### src/hw/rtl/i2crtm_pkg.sv
// Shared types, codes and helpers of the I2C register transaction master.
package i2crtm_pkg;

    // Request codes carried in the operation field
    localparam logic [1:0] OP_TICK  = 2'd0;
    localparam logic [1:0] OP_WRITE = 2'd1;
    localparam logic [1:0] OP_POINT = 2'd2;
    localparam logic [1:0] OP_READ  = 2'd3;

    localparam logic [7:0] ACK_POLL_RESET = 8'd10;
    localparam logic [3:0] BITS_PER_BYTE  = 4'd8;

    // Index of the last byte sent per request kind
    localparam logic [2:0] LAST_BYTE_WRITE = 3'd3;
    localparam logic [2:0] LAST_BYTE_OTHER = 3'd1;

    // Byte index after which the master ACKs instead of NACKs a read byte
    localparam logic [2:0] FIRST_READ_BYTE  = 3'd1;
    localparam logic [2:0] SECOND_READ_BYTE = 3'd2;

    typedef enum logic [3:0] {
        PH_IDLE      = 4'd0,
        PH_TX_LOW    = 4'd1,
        PH_TX_HIGH   = 4'd2,
        PH_ACK_LOW   = 4'd3,
        PH_ACK_HIGH  = 4'd4,
        PH_RX_LOW    = 4'd5,
        PH_RX_HIGH   = 4'd6,
        PH_MACK_LOW  = 4'd7,
        PH_MACK_HIGH = 4'd8,
        PH_STOP_LOW  = 4'd9,
        PH_STOP_HIGH = 4'd10,
        PH_STOP_END  = 4'd11
    } phase_t;

    // One bus tick as it enters the block
    typedef struct packed {
        logic [1:0]  operation;
        logic [7:0]  device_address;
        logic [7:0]  register_pointer;
        logic [15:0] write_value;
        logic        sda_sample;
    } item_t;

    // Line levels and status produced for one tick
    typedef struct packed {
        logic        scl_level;
        logic        sda_pull_low;
        logic        busy_res;
        logic        done_res;
        logic        ack_missing;
        logic [15:0] read_data;
    } result_t;

    // Pick the byte to shift out at a given position of the transaction
    function automatic logic [7:0] tx_byte(
        input logic [2:0]  idx,
        input logic [7:0]  addr,
        input logic [7:0]  ptr,
        input logic [15:0] value
    );
        logic [7:0] b;
        case (idx)
            3'd0:    b = addr;
            3'd1:    b = ptr;
            3'd2:    b = value[15:8];
            3'd3:    b = value[7:0];
            default: b = 8'h00;
        endcase
        return b;
    endfunction

endpackage

### src/hw/rtl/i2crtm_input_stage.sv
// Input register of the I2C master: holds one tick until the sequencer takes it.
module i2crtm_input_stage (
    input  logic                clk,
    input  logic                rst_n,
    input  logic                item_valid,
    output logic                item_stall,
    input  i2crtm_pkg::item_t   item_in,
    input  logic                advance,
    output logic                stage_valid,
    output i2crtm_pkg::item_t   stage_item
);

    logic              valid_reg;
    i2crtm_pkg::item_t item_reg;

    // Hold the word while the sequencer cannot take it
    assign item_stall  = valid_reg && !advance;
    assign stage_valid = valid_reg;
    assign stage_item  = item_reg;

    always_ff @(posedge clk or negedge rst_n)
    begin
        if (!rst_n)
        begin
            valid_reg <= 1'b0;
        end
        else if (!item_stall)
        begin
            valid_reg <= item_valid;
        end
    end

    always_ff @(posedge clk)
    begin
        if (item_valid && !item_stall)
        begin
            item_reg <= item_in;
        end
    end

endmodule

### src/hw/rtl/i2crtm_sequencer.sv
// Bus phase sequencer of the I2C master: one phase step per accepted tick.
module i2crtm_sequencer (
    input  logic                 clk,
    input  logic                 rst_n,
    input  logic                 advance,
    input  i2crtm_pkg::item_t    item,
    input  logic                 cfg_write,
    input  logic [7:0]           cfg_data,
    output i2crtm_pkg::result_t  res
);

    i2crtm_pkg::phase_t phase_reg, phase_next;
    logic [3:0]  bit_count_reg, bit_count_next;
    logic [2:0]  byte_index_reg, byte_index_next;
    logic [7:0]  shift_byte_reg, shift_byte_next;
    logic [15:0] received_word_reg, received_word_next;
    logic [7:0]  ack_polls_reg, ack_polls_next;
    logic [1:0]  held_op_reg, held_op_next;
    logic [7:0]  held_addr_reg, held_addr_next;
    logic [7:0]  held_ptr_reg, held_ptr_next;
    logic [15:0] held_value_reg, held_value_next;
    logic [7:0]  ack_poll_limit_reg;

    logic [3:0]  bit_count_inc;
    logic [2:0]  byte_index_inc;
    logic [2:0]  last_index;

    assign bit_count_inc  = bit_count_reg + 4'd1;
    assign byte_index_inc = byte_index_reg + 3'd1;
    assign last_index     = (held_op_reg == i2crtm_pkg::OP_WRITE) ?
                            i2crtm_pkg::LAST_BYTE_WRITE : i2crtm_pkg::LAST_BYTE_OTHER;

    // Next state
    always_comb
    begin
        phase_next         = phase_reg;
        bit_count_next     = bit_count_reg;
        byte_index_next    = byte_index_reg;
        shift_byte_next    = shift_byte_reg;
        received_word_next = received_word_reg;
        ack_polls_next     = ack_polls_reg;
        held_op_next       = held_op_reg;
        held_addr_next     = held_addr_reg;
        held_ptr_next      = held_ptr_reg;
        held_value_next    = held_value_reg;
        unique case (phase_reg)
            i2crtm_pkg::PH_TX_LOW:
            begin
                phase_next = i2crtm_pkg::PH_TX_HIGH;
            end
            i2crtm_pkg::PH_TX_HIGH:
            begin
                shift_byte_next = {shift_byte_reg[6:0], 1'b0};
                if (bit_count_inc >= i2crtm_pkg::BITS_PER_BYTE)
                begin
                    bit_count_next = 4'd0;
                    ack_polls_next = 8'd0;
                    phase_next     = i2crtm_pkg::PH_ACK_LOW;
                end
                else
                begin
                    bit_count_next = bit_count_inc;
                    phase_next     = i2crtm_pkg::PH_TX_LOW;
                end
            end
            i2crtm_pkg::PH_ACK_LOW:
            begin
                phase_next = i2crtm_pkg::PH_ACK_HIGH;
            end
            i2crtm_pkg::PH_ACK_HIGH:
            begin
                if (!item.sda_sample)
                begin
                    byte_index_next = byte_index_inc;
                    if (held_op_reg == i2crtm_pkg::OP_READ)
                    begin
                        bit_count_next = 4'd0;
                        phase_next     = i2crtm_pkg::PH_RX_LOW;
                    end
                    else if (byte_index_inc <= last_index)
                    begin
                        shift_byte_next = i2crtm_pkg::tx_byte(byte_index_inc, held_addr_reg,
                                                              held_ptr_reg, held_value_reg);
                        bit_count_next  = 4'd0;
                        phase_next      = i2crtm_pkg::PH_TX_LOW;
                    end
                    else
                    begin
                        bit_count_next = 4'd0;
                        phase_next     = i2crtm_pkg::PH_STOP_LOW;
                    end
                end
                else if (ack_polls_reg >= ack_poll_limit_reg)
                begin
                    // no ACK in time: the error flag rides in bit_count through STOP
                    bit_count_next = 4'd1;
                    phase_next     = i2crtm_pkg::PH_STOP_LOW;
                end
                else
                begin
                    ack_polls_next = ack_polls_reg + 8'd1;
                end
            end
            i2crtm_pkg::PH_RX_LOW:
            begin
                phase_next = i2crtm_pkg::PH_RX_HIGH;
            end
            i2crtm_pkg::PH_RX_HIGH:
            begin
                received_word_next = {received_word_reg[14:0], item.sda_sample};
                if (bit_count_inc >= i2crtm_pkg::BITS_PER_BYTE)
                begin
                    bit_count_next = 4'd0;
                    phase_next     = i2crtm_pkg::PH_MACK_LOW;
                end
                else
                begin
                    bit_count_next = bit_count_inc;
                    phase_next     = i2crtm_pkg::PH_RX_LOW;
                end
            end
            i2crtm_pkg::PH_MACK_LOW:
            begin
                phase_next = i2crtm_pkg::PH_MACK_HIGH;
            end
            i2crtm_pkg::PH_MACK_HIGH:
            begin
                bit_count_next = 4'd0;
                if (byte_index_reg == i2crtm_pkg::FIRST_READ_BYTE)
                begin
                    byte_index_next = i2crtm_pkg::SECOND_READ_BYTE;
                    phase_next      = i2crtm_pkg::PH_RX_LOW;
                end
                else
                begin
                    phase_next = i2crtm_pkg::PH_STOP_LOW;
                end
            end
            i2crtm_pkg::PH_STOP_LOW:
            begin
                phase_next = i2crtm_pkg::PH_STOP_HIGH;
            end
            i2crtm_pkg::PH_STOP_HIGH:
            begin
                phase_next = i2crtm_pkg::PH_STOP_END;
            end
            i2crtm_pkg::PH_STOP_END:
            begin
                bit_count_next = 4'd0;
                phase_next     = i2crtm_pkg::PH_IDLE;
            end
            default:
            begin
                phase_next = i2crtm_pkg::PH_IDLE;
                if (item.operation != i2crtm_pkg::OP_TICK)
                begin
                    held_op_next    = item.operation;
                    held_addr_next  = item.device_address;
                    held_ptr_next   = item.register_pointer;
                    held_value_next = item.write_value;
                    byte_index_next = 3'd0;
                    bit_count_next  = 4'd0;
                    ack_polls_next  = 8'd0;
                    shift_byte_next = item.device_address;
                    if (item.operation == i2crtm_pkg::OP_READ)
                    begin
                        received_word_next = 16'h0000;
                    end
                    phase_next = i2crtm_pkg::PH_TX_LOW;
                end
            end
        endcase
    end

    // Line levels and status for this tick
    always_comb
    begin
        res.scl_level    = 1'b1;
        res.sda_pull_low = 1'b0;
        res.busy_res     = 1'b1;
        res.done_res     = 1'b0;
        res.ack_missing  = 1'b0;
        res.read_data    = received_word_next;
        unique case (phase_reg) inside
            i2crtm_pkg::PH_TX_LOW:
            begin
                res.scl_level    = 1'b0;
                res.sda_pull_low = !shift_byte_reg[7];
            end
            i2crtm_pkg::PH_TX_HIGH:
            begin
                res.sda_pull_low = !shift_byte_reg[7];
            end
            i2crtm_pkg::PH_ACK_LOW,
            i2crtm_pkg::PH_RX_LOW:
            begin
                res.scl_level = 1'b0;
            end
            i2crtm_pkg::PH_ACK_HIGH,
            i2crtm_pkg::PH_RX_HIGH:
            begin
                res.scl_level = 1'b1;
            end
            i2crtm_pkg::PH_MACK_LOW:
            begin
                res.scl_level    = 1'b0;
                res.sda_pull_low = (byte_index_reg == i2crtm_pkg::FIRST_READ_BYTE);
            end
            i2crtm_pkg::PH_MACK_HIGH:
            begin
                res.sda_pull_low = (byte_index_reg == i2crtm_pkg::FIRST_READ_BYTE);
            end
            i2crtm_pkg::PH_STOP_LOW:
            begin
                res.scl_level    = 1'b0;
                res.sda_pull_low = 1'b1;
            end
            i2crtm_pkg::PH_STOP_HIGH:
            begin
                res.sda_pull_low = 1'b1;
            end
            i2crtm_pkg::PH_STOP_END:
            begin
                res.done_res    = 1'b1;
                res.ack_missing = bit_count_reg[0];
            end
            default:
            begin
                if (item.operation != i2crtm_pkg::OP_TICK)
                begin
                    res.sda_pull_low = 1'b1;
                end
                else
                begin
                    res.busy_res = 1'b0;
                end
            end
        endcase
    end

    always_ff @(posedge clk or negedge rst_n)
    begin
        if (!rst_n)
        begin
            phase_reg         <= i2crtm_pkg::PH_IDLE;
            bit_count_reg     <= 4'd0;
            byte_index_reg    <= 3'd0;
            shift_byte_reg    <= 8'h00;
            received_word_reg <= 16'h0000;
            ack_polls_reg     <= 8'h00;
            held_op_reg       <= 2'd0;
            held_addr_reg     <= 8'h00;
            held_ptr_reg      <= 8'h00;
            held_value_reg    <= 16'h0000;
        end
        else if (advance)
        begin
            phase_reg         <= phase_next;
            bit_count_reg     <= bit_count_next;
            byte_index_reg    <= byte_index_next;
            shift_byte_reg    <= shift_byte_next;
            received_word_reg <= received_word_next;
            ack_polls_reg     <= ack_polls_next;
            held_op_reg       <= held_op_next;
            held_addr_reg     <= held_addr_next;
            held_ptr_reg      <= held_ptr_next;
            held_value_reg    <= held_value_next;
        end
    end

    always_ff @(posedge clk or negedge rst_n)
    begin
        if (!rst_n)
        begin
            ack_poll_limit_reg <= i2crtm_pkg::ACK_POLL_RESET;
        end
        else if (cfg_write)
        begin
            ack_poll_limit_reg <= cfg_data;
        end
    end

`ifndef ASSERT_OFF
    // A STOP that finishes always drops the sequencer back to idle
    assert property (@(posedge clk) disable iff (!rst_n)
        (advance && phase_reg == i2crtm_pkg::PH_STOP_END) |=> (phase_reg == i2crtm_pkg::PH_IDLE))
        else $error("sequencer did not return to idle after STOP");

    // A request taken while idle starts the first data bit
    assert property (@(posedge clk) disable iff (!rst_n)
        (advance && phase_reg == i2crtm_pkg::PH_IDLE &&
         item.operation != i2crtm_pkg::OP_TICK) |=> (phase_reg == i2crtm_pkg::PH_TX_LOW))
        else $error("request in idle did not start a transfer");

    // The bit counter never reaches a full byte between steps
    assert property (@(posedge clk) disable iff (!rst_n)
        bit_count_reg < i2crtm_pkg::BITS_PER_BYTE)
        else $error("bit counter out of range");

    // Without an advance the sequencer state holds
    assert property (@(posedge clk) disable iff (!rst_n)
        !advance |=> $stable(phase_reg) && $stable(received_word_reg))
        else $error("sequencer state moved without an accepted tick");
`endif

endmodule

### src/hw/rtl/i2crtm_output_stage.sv
// Result register of the I2C master: holds one tick's line levels until taken.
module i2crtm_output_stage (
    input  logic                 clk,
    input  logic                 rst_n,
    input  logic                 advance,
    input  i2crtm_pkg::result_t  res_in,
    output logic                 stage_free,
    output logic                 result_valid,
    input  logic                 result_stall,
    output i2crtm_pkg::result_t  res_out
);

    logic                valid_reg;
    i2crtm_pkg::result_t res_reg;

    // Free when empty or when the held word leaves this cycle
    assign stage_free   = !valid_reg || !result_stall;
    assign result_valid = valid_reg;
    assign res_out      = res_reg;

    always_ff @(posedge clk or negedge rst_n)
    begin
        if (!rst_n)
        begin
            valid_reg <= 1'b0;
        end
        else if (stage_free)
        begin
            valid_reg <= advance;
        end
    end

    always_ff @(posedge clk)
    begin
        if (advance)
        begin
            res_reg <= res_in;
        end
    end

endmodule

### src/hw/rtl/i2c_register_transaction_master_core.sv
// Top level of the I2C register transaction master.
// Each accepted input word is one bus half-period tick: it carries the sampled
// SDA level and, while the block is idle, an optional request (write register,
// set pointer, or read two bytes). The block answers every tick with exactly
// one result word giving the SCL level and SDA pull-down to drive, plus busy,
// a one-tick done pulse, the missing-ACK flag and the last read data. A tick
// passes through an input register, one step of the phase sequencer, and a
// result register, so a new tick is taken every cycle while the result side is
// not stalled; its result word is presented once the sequencer step has loaded
// it into the result register. A stalled result holds the result register,
// which holds the input register and raises item_stall in the same cycle. The
// sequencer's state registers (phase, counters, shift and hold registers) form
// its feedback loop.
// The ACK poll limit register may be written through the cfg port whenever the
// block is idle; cfg_ready is always high.
module i2c_register_transaction_master_core (
    input  logic        clk,
    input  logic        rst_n,

    // tick input channel
    input  logic        item_valid,
    output logic        item_stall,
    input  logic [1:0]  operation,
    input  logic [7:0]  device_address,
    input  logic [7:0]  register_pointer,
    input  logic [15:0] write_value,
    input  logic        sda_sample,

    // result channel
    output logic        result_valid,
    input  logic        result_stall,
    output logic        scl_level,
    output logic        sda_pull_low,
    output logic        busy_res,
    output logic        done_res,
    output logic        ack_missing,
    output logic [15:0] read_data,

    // configuration: ack_poll_limit
    input  logic        cfg_valid,
    output logic        cfg_ready,
    input  logic [7:0]  cfg_data
);

    i2crtm_pkg::item_t   item_in;
    i2crtm_pkg::item_t   stage_item;
    i2crtm_pkg::result_t step_res;
    i2crtm_pkg::result_t res_out;
    logic                stage_valid;
    logic                stage_free;
    logic                advance;

    // Pack the tick fields into one word
    assign item_in.operation        = operation;
    assign item_in.device_address   = device_address;
    assign item_in.register_pointer = register_pointer;
    assign item_in.write_value      = write_value;
    assign item_in.sda_sample       = sda_sample;

    // Advance the sequencer whenever a tick waits and the result register has room
    assign advance   = stage_valid && stage_free;
    assign cfg_ready = 1'b1;

    i2crtm_input_stage u_input (
        .clk         (clk),
        .rst_n       (rst_n),
        .item_valid  (item_valid),
        .item_stall  (item_stall),
        .item_in     (item_in),
        .advance     (advance),
        .stage_valid (stage_valid),
        .stage_item  (stage_item)
    );

    i2crtm_sequencer u_seq (
        .clk       (clk),
        .rst_n     (rst_n),
        .advance   (advance),
        .item      (stage_item),
        .cfg_write (cfg_valid && cfg_ready),
        .cfg_data  (cfg_data),
        .res       (step_res)
    );

    i2crtm_output_stage u_output (
        .clk          (clk),
        .rst_n        (rst_n),
        .advance      (advance),
        .res_in       (step_res),
        .stage_free   (stage_free),
        .result_valid (result_valid),
        .result_stall (result_stall),
        .res_out      (res_out)
    );

    // Unpack the result word onto the field ports
    assign scl_level    = res_out.scl_level;
    assign sda_pull_low = res_out.sda_pull_low;
    assign busy_res     = res_out.busy_res;
    assign done_res     = res_out.done_res;
    assign ack_missing  = res_out.ack_missing;
    assign read_data    = res_out.read_data;

endmodule

### config.mk
export PLATFORM = sky130hd
export DESIGN_NAME = i2c_register_transaction_master_core
export DESIGN_NICKNAME = d
export VERILOG_FILES = /design/src/hw/rtl/i2crtm_pkg.sv /design/src/hw/rtl/i2crtm_input_stage.sv /design/src/hw/rtl/i2crtm_sequencer.sv /design/src/hw/rtl/i2crtm_output_stage.sv /design/src/hw/rtl/i2c_register_transaction_master_core.sv
export SDC_FILE = /design/constraint.sdc
export NUM_CORES = 1
export LEC_CHECK = 0
export CAP_MARGIN = 20
export CORE_MARGIN = 2
export CORE_UTILIZATION = 40
export CTS_CLUSTER_SIZE = 24
export DETAILED_ROUTE_END_ITERATION = 8
export DONT_BUFFER_PORTS = 1
export PLACE_DENSITY = 0.64
export SLEW_MARGIN = 10
export SYNTH_ARGS = -nofsm -noshare
export SYNTH_HDL_FRONTEND = slang
export SYNTH_HIERARCHICAL = 1
export SYNTH_SLANG_ARGS = --single-unit
export TNS_END_PERCENT = 20
### constraint.sdc
create_clock -name clk -period 2.4 [get_ports clk]
set_input_delay 0 -clock clk [delete_from_list [all_inputs] [get_ports clk]]
set_output_delay 0 -clock clk [all_outputs]
set_load 0.02 [all_outputs]
* Yosys cells after proc, flatten, opt, wreduce, memory -nomap -nowiden *
Cells that the tools add are included.

storage, ports and cells
  latch bits = 0
  bits in read-only memories = 0
  bits in registers = 143
  memories kept = 0
  bits in writable memories = 0

cells by class
  equal/unequal tests = 26
  magnitude comparators = 3
  bitwise operators = 4
  $add $sub $neg = 3
  div/mod/pow operators = 0
  reduce and logical (&&, ||, !) cells = 32
  mux-type cells = 37
  multipliers = 0
  shifts and indexed selects = 0

operators with widths
  cell                                           count
  two-way mux 8 bit                              8
  case mux 8 bit (3 select lines)                2
  case mux 4 bit (11 select lines)               1
  two-way mux 4 bit                              9
  two-way mux 16 bit                             2
  case mux 16 bit (2 select lines)               1
  case mux 8 bit (4 select lines)                1
  OR reduction 9 bit                             2
  == test 4 x 3 -> 1 bit, second input constant  4
  == test 4 bit, second input constant           4
  case mux 4 bit (4 select lines)                1
  AND reduction 6 bit                            2
  OR reduction 11 bit                            1
  OR reduction 10 bit                            1
  OR reduction 2 bit                             5
  OR reduction 5 bit                             2
  two-way mux 3 bit                              3
  case mux 3 bit (3 select lines)                1
  adder 8 x 1 -> 8 bit, second input constant    1
  == test 4 x 2 -> 1 bit, second input constant  2
  >= comparator 8 bit                            1
  two-way mux 2 bit                              4
  inequality test 2 bit, second input constant   4
  == test 3 x 1 -> 1 bit, second input constant  2
  other kinds (25)                               41

* Depth between registers and ports, before layout *
Gate-level depths: netlist of the first run.

  word-level depth = 7
  mapped depth = 9
  gate-level depth less buffers = 8

* Hierarchy *
The synthesis of the first run kept the hierarchy.

modules (own cells, without submodules)
  module                                area each (µm²)  cells an instance  instances  seq. area each (µm²)
  i2crtm_sequencer                      4697.0           445                1          2129.5
  i2crtm_input_stage                    1108.6           40                 1          1076.0
  i2crtm_output_stage                   666.9            24                 1          655.6
  i2c_register_transaction_master_core  17.5             3                  1          0.0

* Least setup slack after synthesis of the first run *
No wires, ideal clock.

  path type = register to register
  start point = reg u_output.valid_reg (netlist: u_output/result_valid)
  end point = reg u_seq.received_word_reg[0]
  slack = 29 ps
  arrival = 2246 ps
  period minus slack after synthesis = 2371 ps
  required time = 2275 ps
  buffers on the path = 2
  cell stages (with the launch flop) = 6
  cell sequence = dfrtp_1 -> nand2_1 -> and2_1 -> clkbuf_1 -> clkbuf_1 -> mux2_2

between the ends
  word-level cells in the longest chain between the ends = 3

ends and longest elaborated chain
  what                      RTL line                                    RTL
  start: declaration        i2crtm_output_stage.sv:13                   logic valid_reg;
  start signal: assignment  i2crtm_output_stage.sv:29                   valid_reg <= advance;
  zero test 1 bit           i2crtm_output_stage.sv:17                   assign stage_free = !valid_reg || !result_stall;
  logical OR 1 bit          i2crtm_output_stage.sv:17
  net stage_free            i2c_register_transaction_master_core.sv:50  logic stage_free;
  logical AND 1 bit         i2c_register_transaction_master_core.sv:61  assign advance = stage_valid && stage_free;
  net advance               i2c_register_transaction_master_core.sv:51  logic advance;
  end signal: assignment    i2crtm_sequencer.sv:262                     received_word_reg <= received_word_next;
  end: declaration          i2crtm_sequencer.sv:16                      logic [15:0] received_word_reg, received_word_next;

The timed path passes the listed nets, and every way through them passes these cells.
A chain may end at the register's enable or synchronous reset.

* Final worst setup path of the first run *
  start point = reg u_seq.ack_poll_limit_reg[3]
  end point = reg u_seq.bit_count_reg[0]

between the ends
  word-level cells in the longest chain between the ends = 3

ends and longest elaborated chain
  what                                             RTL line                 RTL
  start: declaration                               i2crtm_sequencer.sv:22   logic [7:0] ack_poll_limit_reg;
  start signal: assignment                         i2crtm_sequencer.sv:275  ack_poll_limit_reg <= i2crtm_pkg::ACK_POLL_RESET;
  start signal: assignment                         i2crtm_sequencer.sv:279  ack_poll_limit_reg <= cfg_data;
  >= comparator 8 bit                              i2crtm_sequencer.sv:93   else if (ack_polls_reg >= ack_poll_limit_reg)
  inequality test 3 x 2 -> 1 bit (no source line)  n/a
  AND reduction 4 bit (no source line)             n/a
  end signal: assignment                           i2crtm_sequencer.sv:259  bit_count_reg <= bit_count_next;
  end: declaration                                 i2crtm_sequencer.sv:13   logic [3:0] bit_count_reg, bit_count_next;

Every way passes these cells.

==> run_summary.xml, run 1 <==
<?xml version="1.0" encoding="UTF-8"?>
<metrics>
  <group name="floorplan">
    <metric name="die_w" unit="um">131</metric>
    <metric name="floorplan.die.height" unit="um">131</metric>
    <metric name="floorplan.initialDensity" unit="%">40.9</metric>
    <metric name="floorplan.io_pins" unit="">72</metric>
    <metric name="core" unit="um2">15900</metric>
    <metric name="rows" unit="">46</metric>
    <metric name="fp.dieArea" unit="um2">17300</metric>
  </group>
  <group name="route">
    <metric name="routedWlPerCell" unit="um">16.5</metric>
    <metric name="drc_errors" unit="">0</metric>
    <metric name="drt_iter0_markers" unit="">208</metric>
    <metric name="vias_per_cell" unit="">5.39</metric>
    <metric name="via_count" unit="">4294</metric>
    <metric name="detail-route-antenna-nets" unit="">0</metric>
    <metric name="drt_pre_antenna_iters" unit="">7</metric>
    <metric name="drt_wl_total" unit="um">13200</metric>
  </group>
  <group name="timing">
    <metric name="finalCriticalPeriod" unit="ns">2.35</metric>
    <metric name="worst_hold_margin" unit="ns">0.111</metric>
    <metric name="setup_violations" unit="">0</metric>
    <metric name="final.setup_skew" unit="ns">0.00633</metric>
    <metric name="maxSlewViolCount" unit="">0</metric>
    <metric name="final.setup.tns" unit="ns">0</metric>
    <metric name="setup_ws" unit="ns">0.0528</metric>
    <metric name="slew-limit-headroom" unit="%">29.4</metric>
    <metric name="tightestPinTransition" unit="ns">1.05</metric>
    <metric name="unrepaired_setup_endpoints_after_global_routing" unit="">yes</metric>
    <metric name="layout_worst_path_cycle_share" unit="%">97.8</metric>
    <metric name="hold_viol" unit="">0</metric>
    <metric name="max_freq" unit="GHz">0.426</metric>
  </group>
  <group name="global_routing">
    <metric name="grt_busiest_layer" unit="">met2</metric>
    <metric name="grt_util_met1" unit="%">19.4</metric>
    <metric name="grt_start_max_net_pins" unit="">88</metric>
    <metric name="grt_pass1_wl" unit="um">22000</metric>
    <metric name="grt.met2_usage" unit="%">26.8</metric>
    <metric name="gr-usage-met3" unit="%">3.55</metric>
    <metric name="groute.usage.overall" unit="%">15.8</metric>
    <metric name="globalRouteOverflowTotal" unit="">0</metric>
    <metric name="grt_pass1_vias" unit="">4414</metric>
    <metric name="initial_antenna_violation_count" unit="">0</metric>
  </group>
  <group name="pwr">
    <metric name="power_per_cell_area" unit="nW/um2">1140</metric>
    <metric name="total_power" unit="mW">8.98</metric>
    <metric name="p_leak" unit="nW">3.23</metric>
    <metric name="p_int" unit="mW">6.00</metric>
    <metric name="power_spent_charging_and_discharging_nets" unit="mW">2.98</metric>
    <metric name="clkPwrFrac" unit="%">28.2</metric>
    <metric name="power.share.switching" unit="%">33.2</metric>
    <metric name="irDropWorstVdd" unit="uV">729</metric>
    <metric name="seq_power_share" unit="%">41.9</metric>
    <metric name="logic_pwr_share" unit="%">29.9</metric>
  </group>
  <group name="worst_setup_path">
    <metric name="timing.reg2reg.setup_slack" unit="ns">0.05</metric>
    <metric name="worst-endpoint-arrival" unit="ns">2.65</metric>
    <metric name="r2r-start" unit="">u_seq/ack_poll_limit_reg[3]</metric>
    <metric name="crit-reg2reg-capture" unit="">u_seq/bit_count_reg[0]</metric>
    <metric name="worstRegToRegCells" unit="">7</metric>
    <metric name="crit_type" unit="">flop to flop</metric>
    <metric name="crit_path_start_kind" unit="">flop</metric>
    <metric name="crit_path_cell_trace" unit="">inv_1, ha_1, or4_4, a21oi_2, o31ai_4, o211a_1, mux2_4</metric>
    <metric name="worst_setup_path_end_kind" unit="">flop</metric>
    <metric name="worst_ep_required_time" unit="ns">2.70</metric>
    <metric name="crit_path_max_fanout" unit="">12</metric>
    <metric name="worst_path_largest_cell_delay" unit="ns">0.52</metric>
    <metric name="cpMaxStageDelayCell" unit="">sky130_fd_sc_hd__or4_4</metric>
  </group>
  <group name="finish">
    <metric name="stdcell_count" unit="">796</metric>
    <metric name="largest_register_ff_count" unit="">35</metric>
    <metric name="drive_gt1_share" unit="%">19.7</metric>
    <metric name="num_antenna_cells" unit="">0</metric>
    <metric name="area_added_between_synthesis_and_finish" unit="%">21.3</metric>
    <metric name="fill_cells" unit="">1393</metric>
    <metric name="postLayoutCellArea" unit="um2">7870</metric>
    <metric name="fin_nets" unit="">632</metric>
    <metric name="layout.core_utilization" unit="%">49.5</metric>
  </group>
  <group name="synth">
    <metric name="synth_area" unit="um2">6490</metric>
    <metric name="synth_flop_cell" unit="">sky130_fd_sc_hd__dfrtp_1</metric>
    <metric name="synth-edff-count" unit="">56</metric>
    <metric name="synth_area_per_cell" unit="um2">12.7</metric>
    <metric name="synth_top_cells_by_count" unit="">sky130_fd_sc_hd__dfrtp_1, sky130_fd_sc_hd__edfxtp_1, sky130_fd_sc_hd__mux2_2, sky130_fd_sc_hd__nand2_1, sky130_fd_sc_hd__o21ai_0</metric>
    <metric name="yosys.area.top_type" unit="">sky130_fd_sc_hd__dfrtp_1</metric>
    <metric name="synth_top_cells_by_area" unit="">sky130_fd_sc_hd__dfrtp_1, sky130_fd_sc_hd__edfxtp_1, sky130_fd_sc_hd__mux2_2, sky130_fd_sc_hd__ha_1, sky130_fd_sc_hd__nand2_1</metric>
    <metric name="synth.most_common_cell" unit="">sky130_fd_sc_hd__dfrtp_1</metric>
    <metric name="synthArstFlopShare" unit="%">60.8</metric>
    <metric name="synth.yosys.warnings" unit="">6</metric>
    <metric name="flops_latches_synth" unit="">143</metric>
    <metric name="syn-instance-count" unit="">512</metric>
    <metric name="synth_top_area_share" unit="%">32.8</metric>
    <metric name="mappedNetlistNets" unit="">577</metric>
    <metric name="synthDistinctLibCells" unit="">67</metric>
    <metric name="portion_of_the_post_synthesis_area_used_by_sequential_elements" unit="%">59.5</metric>
  </group>
  <group name="run_status">
    <metric name="outcome" unit="">finished clean</metric>
  </group>
  <group name="clock_network">
    <metric name="clock_path_buffers" unit="">2</metric>
    <metric name="cts_setup_buffers" unit="">0</metric>
    <metric name="cts-root-buf" unit="">sky130_fd_sc_hd__clkbuf_16</metric>
    <metric name="numCtsBuffers" unit="">17</metric>
    <metric name="cts.clk_slew.worst_paths" unit="ns">0.06</metric>
    <metric name="tritoncts" unit="">built</metric>
    <metric name="clock_sink_count" unit="">143</metric>
    <metric name="clock_tree.htree_level_count" unit="">4</metric>
    <metric name="clock_insertion_delay_worst_skew" unit="ns">0.42</metric>
  </group>
  <group name="worst_hold_path">
    <metric name="hold_path.class" unit="">input pin to asynchronous set/reset pin</metric>
  </group>
  <group name="placed_design">
    <metric name="post_dp_area" unit="um2">6780</metric>
    <metric name="port_buffers" unit="">0</metric>
    <metric name="dp_cells" unit="">716</metric>
    <metric name="place_congestion" unit="">0.827</metric>
    <metric name="place_worst_setup_slack" unit="ns">0.00132</metric>
    <metric name="dp_hpwl" unit="um">8540</metric>
  </group>
  <group name="job">
    <metric name="timing.max_cap.violations" unit="">0</metric>
  </group>
</metrics>
[layer usage]
metal / part of all wire [%] / wire length, um
met1: 44 / 5780
met2: 51 / 6690
met3: 3.3 / 439
met5: 0 / 0
met4: 1.9 / 254
[worst max-delay path, delay by kind of cell (launching register included)]
family	cells	cell delay, ns
compound gates	3	0.65
mux	1	0.30
fa+ha+maj	1	0.20
simple gates	1	0.52
flops	1	0.51
buf+inv	1	0.04
[placed cells by master (no fill, tap or decap), drive strengths merged, types with 4 or more instances in the layout]
cell / netlist / final
a21o: 5 / 5
clkinv: 0 / 6
nor3: 6 / 6
ha: 17 / 17
nor2b: 5 / 5
nand2: 49 / 49
mux2i: 5 / 5
buf: 17 / 17
o211ai: 7 / 7
nor2: 18 / 18
a222oi: 14 / 14
dlygate4sd3: 0 / 47
dfrtp: 85 / 85
a21oi: 13 / 13
nand2b: 9 / 9
o21ai: 31 / 31
edfxtp: 56 / 56
nand3: 6 / 6
mux2: 53 / 53
or3: 5 / 5
a211oi: 4 / 4
inv: 21 / 23
a22o: 17 / 17
clkbuf: 11 / 19
o31ai: 5 / 5
[power groups by stage]
stage	clock, mW	combinational, mW	sequential (mW)
floorplan	0	2.01	3.64
global placement	0	2.46	3.78
detailed placement	0	2.53	3.81
CTS	2.59	2.64	3.77
global route	2.71	2.97	3.84
finish	2.53	2.68	3.77
[kinds of logic after synthesis]
logic type	share of synthesized area [%]
buffers and inverters	3.24
flip-flops	59.5
adder cells (fa/ha/maj)	3.43
AO/OA/AOI/OAI	14.0
other	0.0578
multiplexers	10.0
AND/OR/NAND/NOR	9.66
XOR/XNOR	0.135
[cell type report]
class	count	area, um2	share of cell area (%)
inverter	21	78.8	1.00
tap	216	270	3.43
sequential	143	3860	49.1
multi-input combinational	320	2440	31.1
clock buffer	19	433	5.50
clock inverter	13	139	1.76
timing repair buffer	64	643	8.17
[repair_timing]
item,in CTS,in global routing
hold buffers,48,0
setup endpoints to repair,1,7
cloned,0,0
pin swaps,0,1
gates resized for setup,1,5
hold endpoints to repair,141,0
[worst max-delay path by stage]
stage | startpoint | to | slack (ns) | depth (start not counted)
2_1_floorplan | u_output/result_valid | u_seq/received_word_reg[0] | 0.03 | 5
3_3_place_gp | u_seq/ack_poll_limit_reg[3] | u_seq/bit_count_reg[0] | 0.09 | 7
3_5_place_dp | u_seq/ack_poll_limit_reg[3] | u_seq/phase_reg[3] | 0.001 | 7
4_1_cts | u_seq/ack_poll_limit_reg[3] | u_seq/bit_count_reg[0] | 0.005 | 7
5_1_grt | u_seq/ack_poll_limit_reg[3] | u_seq/bit_count_reg[0] | -0.009 | 7
6_report | u_seq/ack_poll_limit_reg[3] | u_seq/bit_count_reg[0] | 0.05 | 7
(Power assumes the default switching activity.)
==> inputs of run 2 (changes only) <==
--- a/config.mk
+++ b/config.mk
@@ -5,16 +5,14 @@
 export SDC_FILE = /design/constraint.sdc
 export NUM_CORES = 1
 export LEC_CHECK = 0
-export CAP_MARGIN = 20
+export CAP_MARGIN = 0
 export CORE_MARGIN = 2
 export CORE_UTILIZATION = 40
-export CTS_CLUSTER_SIZE = 24
 export DETAILED_ROUTE_END_ITERATION = 8
 export DONT_BUFFER_PORTS = 1
 export PLACE_DENSITY = 0.64
 export SLEW_MARGIN = 10
 export SYNTH_ARGS = -nofsm -noshare
 export SYNTH_HDL_FRONTEND = slang
-export SYNTH_HIERARCHICAL = 1
 export SYNTH_SLANG_ARGS = --single-unit
 export TNS_END_PERCENT = 20
==> run_summary.xml, run 2 <==
<?xml version="1.0" encoding="UTF-8"?>
<metrics>
  <group name="synth">
    <metric name="synth_top_cells_by_area" unit="">sky130_fd_sc_hd__dfrtp_1, sky130_fd_sc_hd__edfxtp_1, sky130_fd_sc_hd__mux2_2, sky130_fd_sc_hd__o21ai_0, sky130_fd_sc_hd__nand2_1</metric>
    <metric name="synth_top_area_share" unit="%">33.2</metric>
    <metric name="synthDistinctLibCells" unit="">53</metric>
    <metric name="synth_top_cells_by_count" unit="">sky130_fd_sc_hd__dfrtp_1, sky130_fd_sc_hd__nand2_1, sky130_fd_sc_hd__edfxtp_1, sky130_fd_sc_hd__mux2_2, sky130_fd_sc_hd__o21ai_0</metric>
    <metric name="synth_flop_cell" unit="">sky130_fd_sc_hd__dfrtp_1</metric>
    <metric name="mappedNetlistNets" unit="">584</metric>
    <metric name="synth.most_common_cell" unit="">sky130_fd_sc_hd__dfrtp_1</metric>
    <metric name="flops_latches_synth" unit="">143</metric>
    <metric name="synth.yosys.warnings" unit="">0</metric>
    <metric name="synth_area_per_cell" unit="um2">12.4</metric>
    <metric name="synth_area" unit="um2">6410</metric>
    <metric name="synth-edff-count" unit="">56</metric>
    <metric name="portion_of_the_post_synthesis_area_used_by_sequential_elements" unit="%">60.2</metric>
    <metric name="syn-instance-count" unit="">519</metric>
    <metric name="yosys.area.top_type" unit="">sky130_fd_sc_hd__dfrtp_1</metric>
    <metric name="synthArstFlopShare" unit="%">60.8</metric>
  </group>
  <group name="pwr">
    <metric name="p_leak" unit="nW">3.21</metric>
    <metric name="total_power" unit="mW">8.34</metric>
    <metric name="power_per_cell_area" unit="nW/um2">1070</metric>
    <metric name="irDropWorstVdd" unit="uV">590</metric>
  </group>
  <group name="worst_setup_path">
    <metric name="crit_type" unit="">flop to flop</metric>
    <metric name="timing.critical_path.max_delay_family" unit="">compound AO/OA/AOI/OAI gates</metric>
    <metric name="crit_buf_inv" unit="">1</metric>
    <metric name="crit_path_start_kind" unit="">flop</metric>
    <metric name="worst_ep_required_time" unit="ns">2.70</metric>
    <metric name="crit_path_max_fanout" unit="">4</metric>
    <metric name="worst_setup_path_end_kind" unit="">flop</metric>
    <metric name="crit_path_cell_trace" unit="">inv_1, ha_1, nor2b_1, o211ai_1, a31oi_2, o31a_1, nand2_2, mux2_2</metric>
    <metric name="worst-endpoint-arrival" unit="ns">2.56</metric>
    <metric name="worst_path_largest_cell_delay" unit="ns">0.52</metric>
    <metric name="cpMaxStageDelayCell" unit="">sky130_fd_sc_hd__dfstp_2</metric>
  </group>
  <group name="global_routing">
    <metric name="groute.usage.overall" unit="%">16.5</metric>
    <metric name="initial_antenna_violation_count" unit="">0</metric>
    <metric name="globalRouteOverflowTotal" unit="">0</metric>
    <metric name="grt_start_max_net_pins" unit="">88</metric>
    <metric name="grt_pass1_wl" unit="um">21800</metric>
    <metric name="grt_pass1_vias" unit="">4323</metric>
  </group>
  <group name="placed_design">
    <metric name="dp_cells" unit="">723</metric>
    <metric name="place_worst_setup_slack" unit="ns">0.110</metric>
    <metric name="post_dp_area" unit="um2">6670</metric>
    <metric name="dp_hpwl" unit="um">8500</metric>
    <metric name="place_congestion" unit="">0.867</metric>
    <metric name="port_buffers" unit="">0</metric>
  </group>
  <group name="timing">
    <metric name="worst_hold_margin" unit="ns">0.142</metric>
    <metric name="hold_viol" unit="">0</metric>
    <metric name="max_freq" unit="GHz">0.443</metric>
    <metric name="final.setup_skew" unit="ns">0.0114</metric>
    <metric name="setup_ws" unit="ns">0.142</metric>
    <metric name="unrepaired_setup_endpoints_after_global_routing" unit="">no</metric>
    <metric name="setup_violations" unit="">0</metric>
    <metric name="finalCriticalPeriod" unit="ns">2.26</metric>
    <metric name="final.setup.tns" unit="ns">0</metric>
    <metric name="tightestPinTransition" unit="ns">0.664</metric>
    <metric name="layout_worst_path_cycle_share" unit="%">94.1</metric>
    <metric name="maxSlewViolCount" unit="">0</metric>
    <metric name="slew-limit-headroom" unit="%">55.8</metric>
  </group>
  <group name="run_status">
    <metric name="outcome" unit="">finished clean</metric>
  </group>
  <group name="floorplan">
    <metric name="floorplan.io_pins" unit="">72</metric>
    <metric name="fp.dieArea" unit="um2">17100</metric>
    <metric name="floorplan.initialDensity" unit="%">40.7</metric>
    <metric name="rows" unit="">46</metric>
    <metric name="floorplan.die.height" unit="um">131</metric>
    <metric name="core" unit="um2">15800</metric>
    <metric name="die_w" unit="um">131</metric>
  </group>
  <group name="route">
    <metric name="drt_iter0_markers" unit="">270</metric>
    <metric name="via_count" unit="">4322</metric>
    <metric name="drt_pre_antenna_iters" unit="">5</metric>
    <metric name="drt_wl_total" unit="um">13200</metric>
    <metric name="routedWlPerCell" unit="um">16.4</metric>
    <metric name="drc_errors" unit="">0</metric>
    <metric name="detail-route-antenna-nets" unit="">0</metric>
    <metric name="vias_per_cell" unit="">5.38</metric>
  </group>
  <group name="clock_network">
    <metric name="clock_sink_count" unit="">143</metric>
    <metric name="tritoncts" unit="">built</metric>
    <metric name="clock_tree.htree_level_count" unit="">4</metric>
    <metric name="cts.clk_slew.worst_paths" unit="ns">0.06</metric>
    <metric name="numCtsBuffers" unit="">17</metric>
    <metric name="cts-root-buf" unit="">sky130_fd_sc_hd__clkbuf_16</metric>
    <metric name="cts_setup_buffers" unit="">0</metric>
    <metric name="clock_path_buffers" unit="">2</metric>
    <metric name="clock_insertion_delay_worst_skew" unit="ns">0.42</metric>
  </group>
  <group name="worst_hold_path">
    <metric name="hold_path.class" unit="">input pin to asynchronous set/reset pin</metric>
  </group>
  <group name="job">
    <metric name="timing.max_cap.violations" unit="">0</metric>
  </group>
  <group name="finish">
    <metric name="num_antenna_cells" unit="">0</metric>
    <metric name="drive_gt1_share" unit="%">19.4</metric>
    <metric name="area_added_between_synthesis_and_finish" unit="%">21.0</metric>
    <metric name="fin_nets" unit="">640</metric>
    <metric name="layout.cells.most_common" unit="">sky130_fd_sc_hd__dfrtp_1</metric>
    <metric name="postLayoutCellArea" unit="um2">7760</metric>
    <metric name="layout.core_utilization" unit="%">49.2</metric>
    <metric name="mostFrequentLayoutCells" unit="">sky130_fd_sc_hd__dfrtp_1, sky130_fd_sc_hd__nand2_1, sky130_fd_sc_hd__edfxtp_1, sky130_fd_sc_hd__mux2_2, sky130_fd_sc_hd__dlygate4sd3_1</metric>
    <metric name="largest_register_ff_count" unit="">35</metric>
    <metric name="stdcell_count" unit="">804</metric>
  </group>
</metrics>
==> run 2: changes by cell type in the layout (fill, tap and decap cells not counted), moves of 5 or more <==
cell / before / now
sky130_fd_sc_hd__or3_1: 5 / 0
sky130_fd_sc_hd__a22o_1: 17 / 24
sky130_fd_sc_hd__o21ai_0: 27 / 42
sky130_fd_sc_hd__nand3_1: 6 / 13
sky130_fd_sc_hd__inv_1: 21 / 16
sky130_fd_sc_hd__nand2_1: 49 / 56
sky130_fd_sc_hd__mux2i_1: 5 / 0
==> run 2: path summary, 6_finish.rpt <==
check                      slack [ns]                          end  depth (start not counted)                         from
setup / recovery                 0.14       u_seq.bit_count_reg[0]                          8  u_seq.ack_poll_limit_reg[1]
hold / removal                   0.14      u_seq.held_value_reg[5]                          2                        rst_n
setup reg to reg                 0.14       u_seq.bit_count_reg[0]                          8  u_seq.ack_poll_limit_reg[1]
max in group asynchronous        1.88  u_seq.ack_poll_limit_reg[3]                          2                        rst_n
hold reg to reg                  0.48        u_seq.held_ptr_reg[4]                          1       u_input.stage_item[21]
min in group clk                 0.19                   item_stall                          2                 result_stall
==> run 2: final cells by class <==
| class | count | area [um2] |
|---|---|---|
| fillers | 1427 | 8010 |
| multi-input cells | 330 | 2340 |
| flip-flops and latches | 143 | 3860 |
| well taps | 216 | 270 |
| inverters | 16 | 60.1 |
| repair buffers | 67 | 656 |
| clock buffers | 21 | 450 |
| clock inverters | 11 | 116 |
==> run 2: what timing repair did <==
item / in CTS / in global routing
endpoints found under the hold margin: 133 / 0
resized for setup: 0 / 6
setup endpoints to repair: 0 / 7
hold buffers: 49 / 0
==> run 2: logic make-up (layout without fill, tap and decap cells) <==
logic type	after synthesis	after routing	synth area share [%]
adders and majority gates	18	18	3.47
buffers and inverters	46	115	3.45
and+or+nand+nor	128	128	9.23
AOI/OAI and AO/OA	129	129	14.1
DFF	143	143	60.2
muxes	53	53	9.31
xor gates and xnor gates	1	1	0.137
other	1	1	0.0585
==> run 2: where the power goes <==
group / internal, mW / switching, mW / total, mW
combinational: 1.05 / 1.25 / 2.30
sequential: 3.10 / 0.418 / 3.52
clock: 1.55 / 0.978 / 2.53
total: 5.70 / 2.65 / 8.34
==> run 2: routing by layer <==
layer / track usage (%) / routed length, um / part of all wire (%)
met1: 21.9 / 6030 / 46
met2: 26.5 / 6470 / 49
met3: 4.72 / 532 / 4.0
met4: 5.07 / 132 / 1.0
met5: 0 / 0 / 0
==> run 2: worst reg2reg max path: cells and delay by family (launching register included) <==
kind	cells	cell delay [ns]
DFF	1	0.52
muxes	1	0.34
and+or+nand+nor	2	0.23
adders and majority gates	1	0.29
buffers and inverters	1	0.05
AOI/OAI and AO/OA	3	0.71
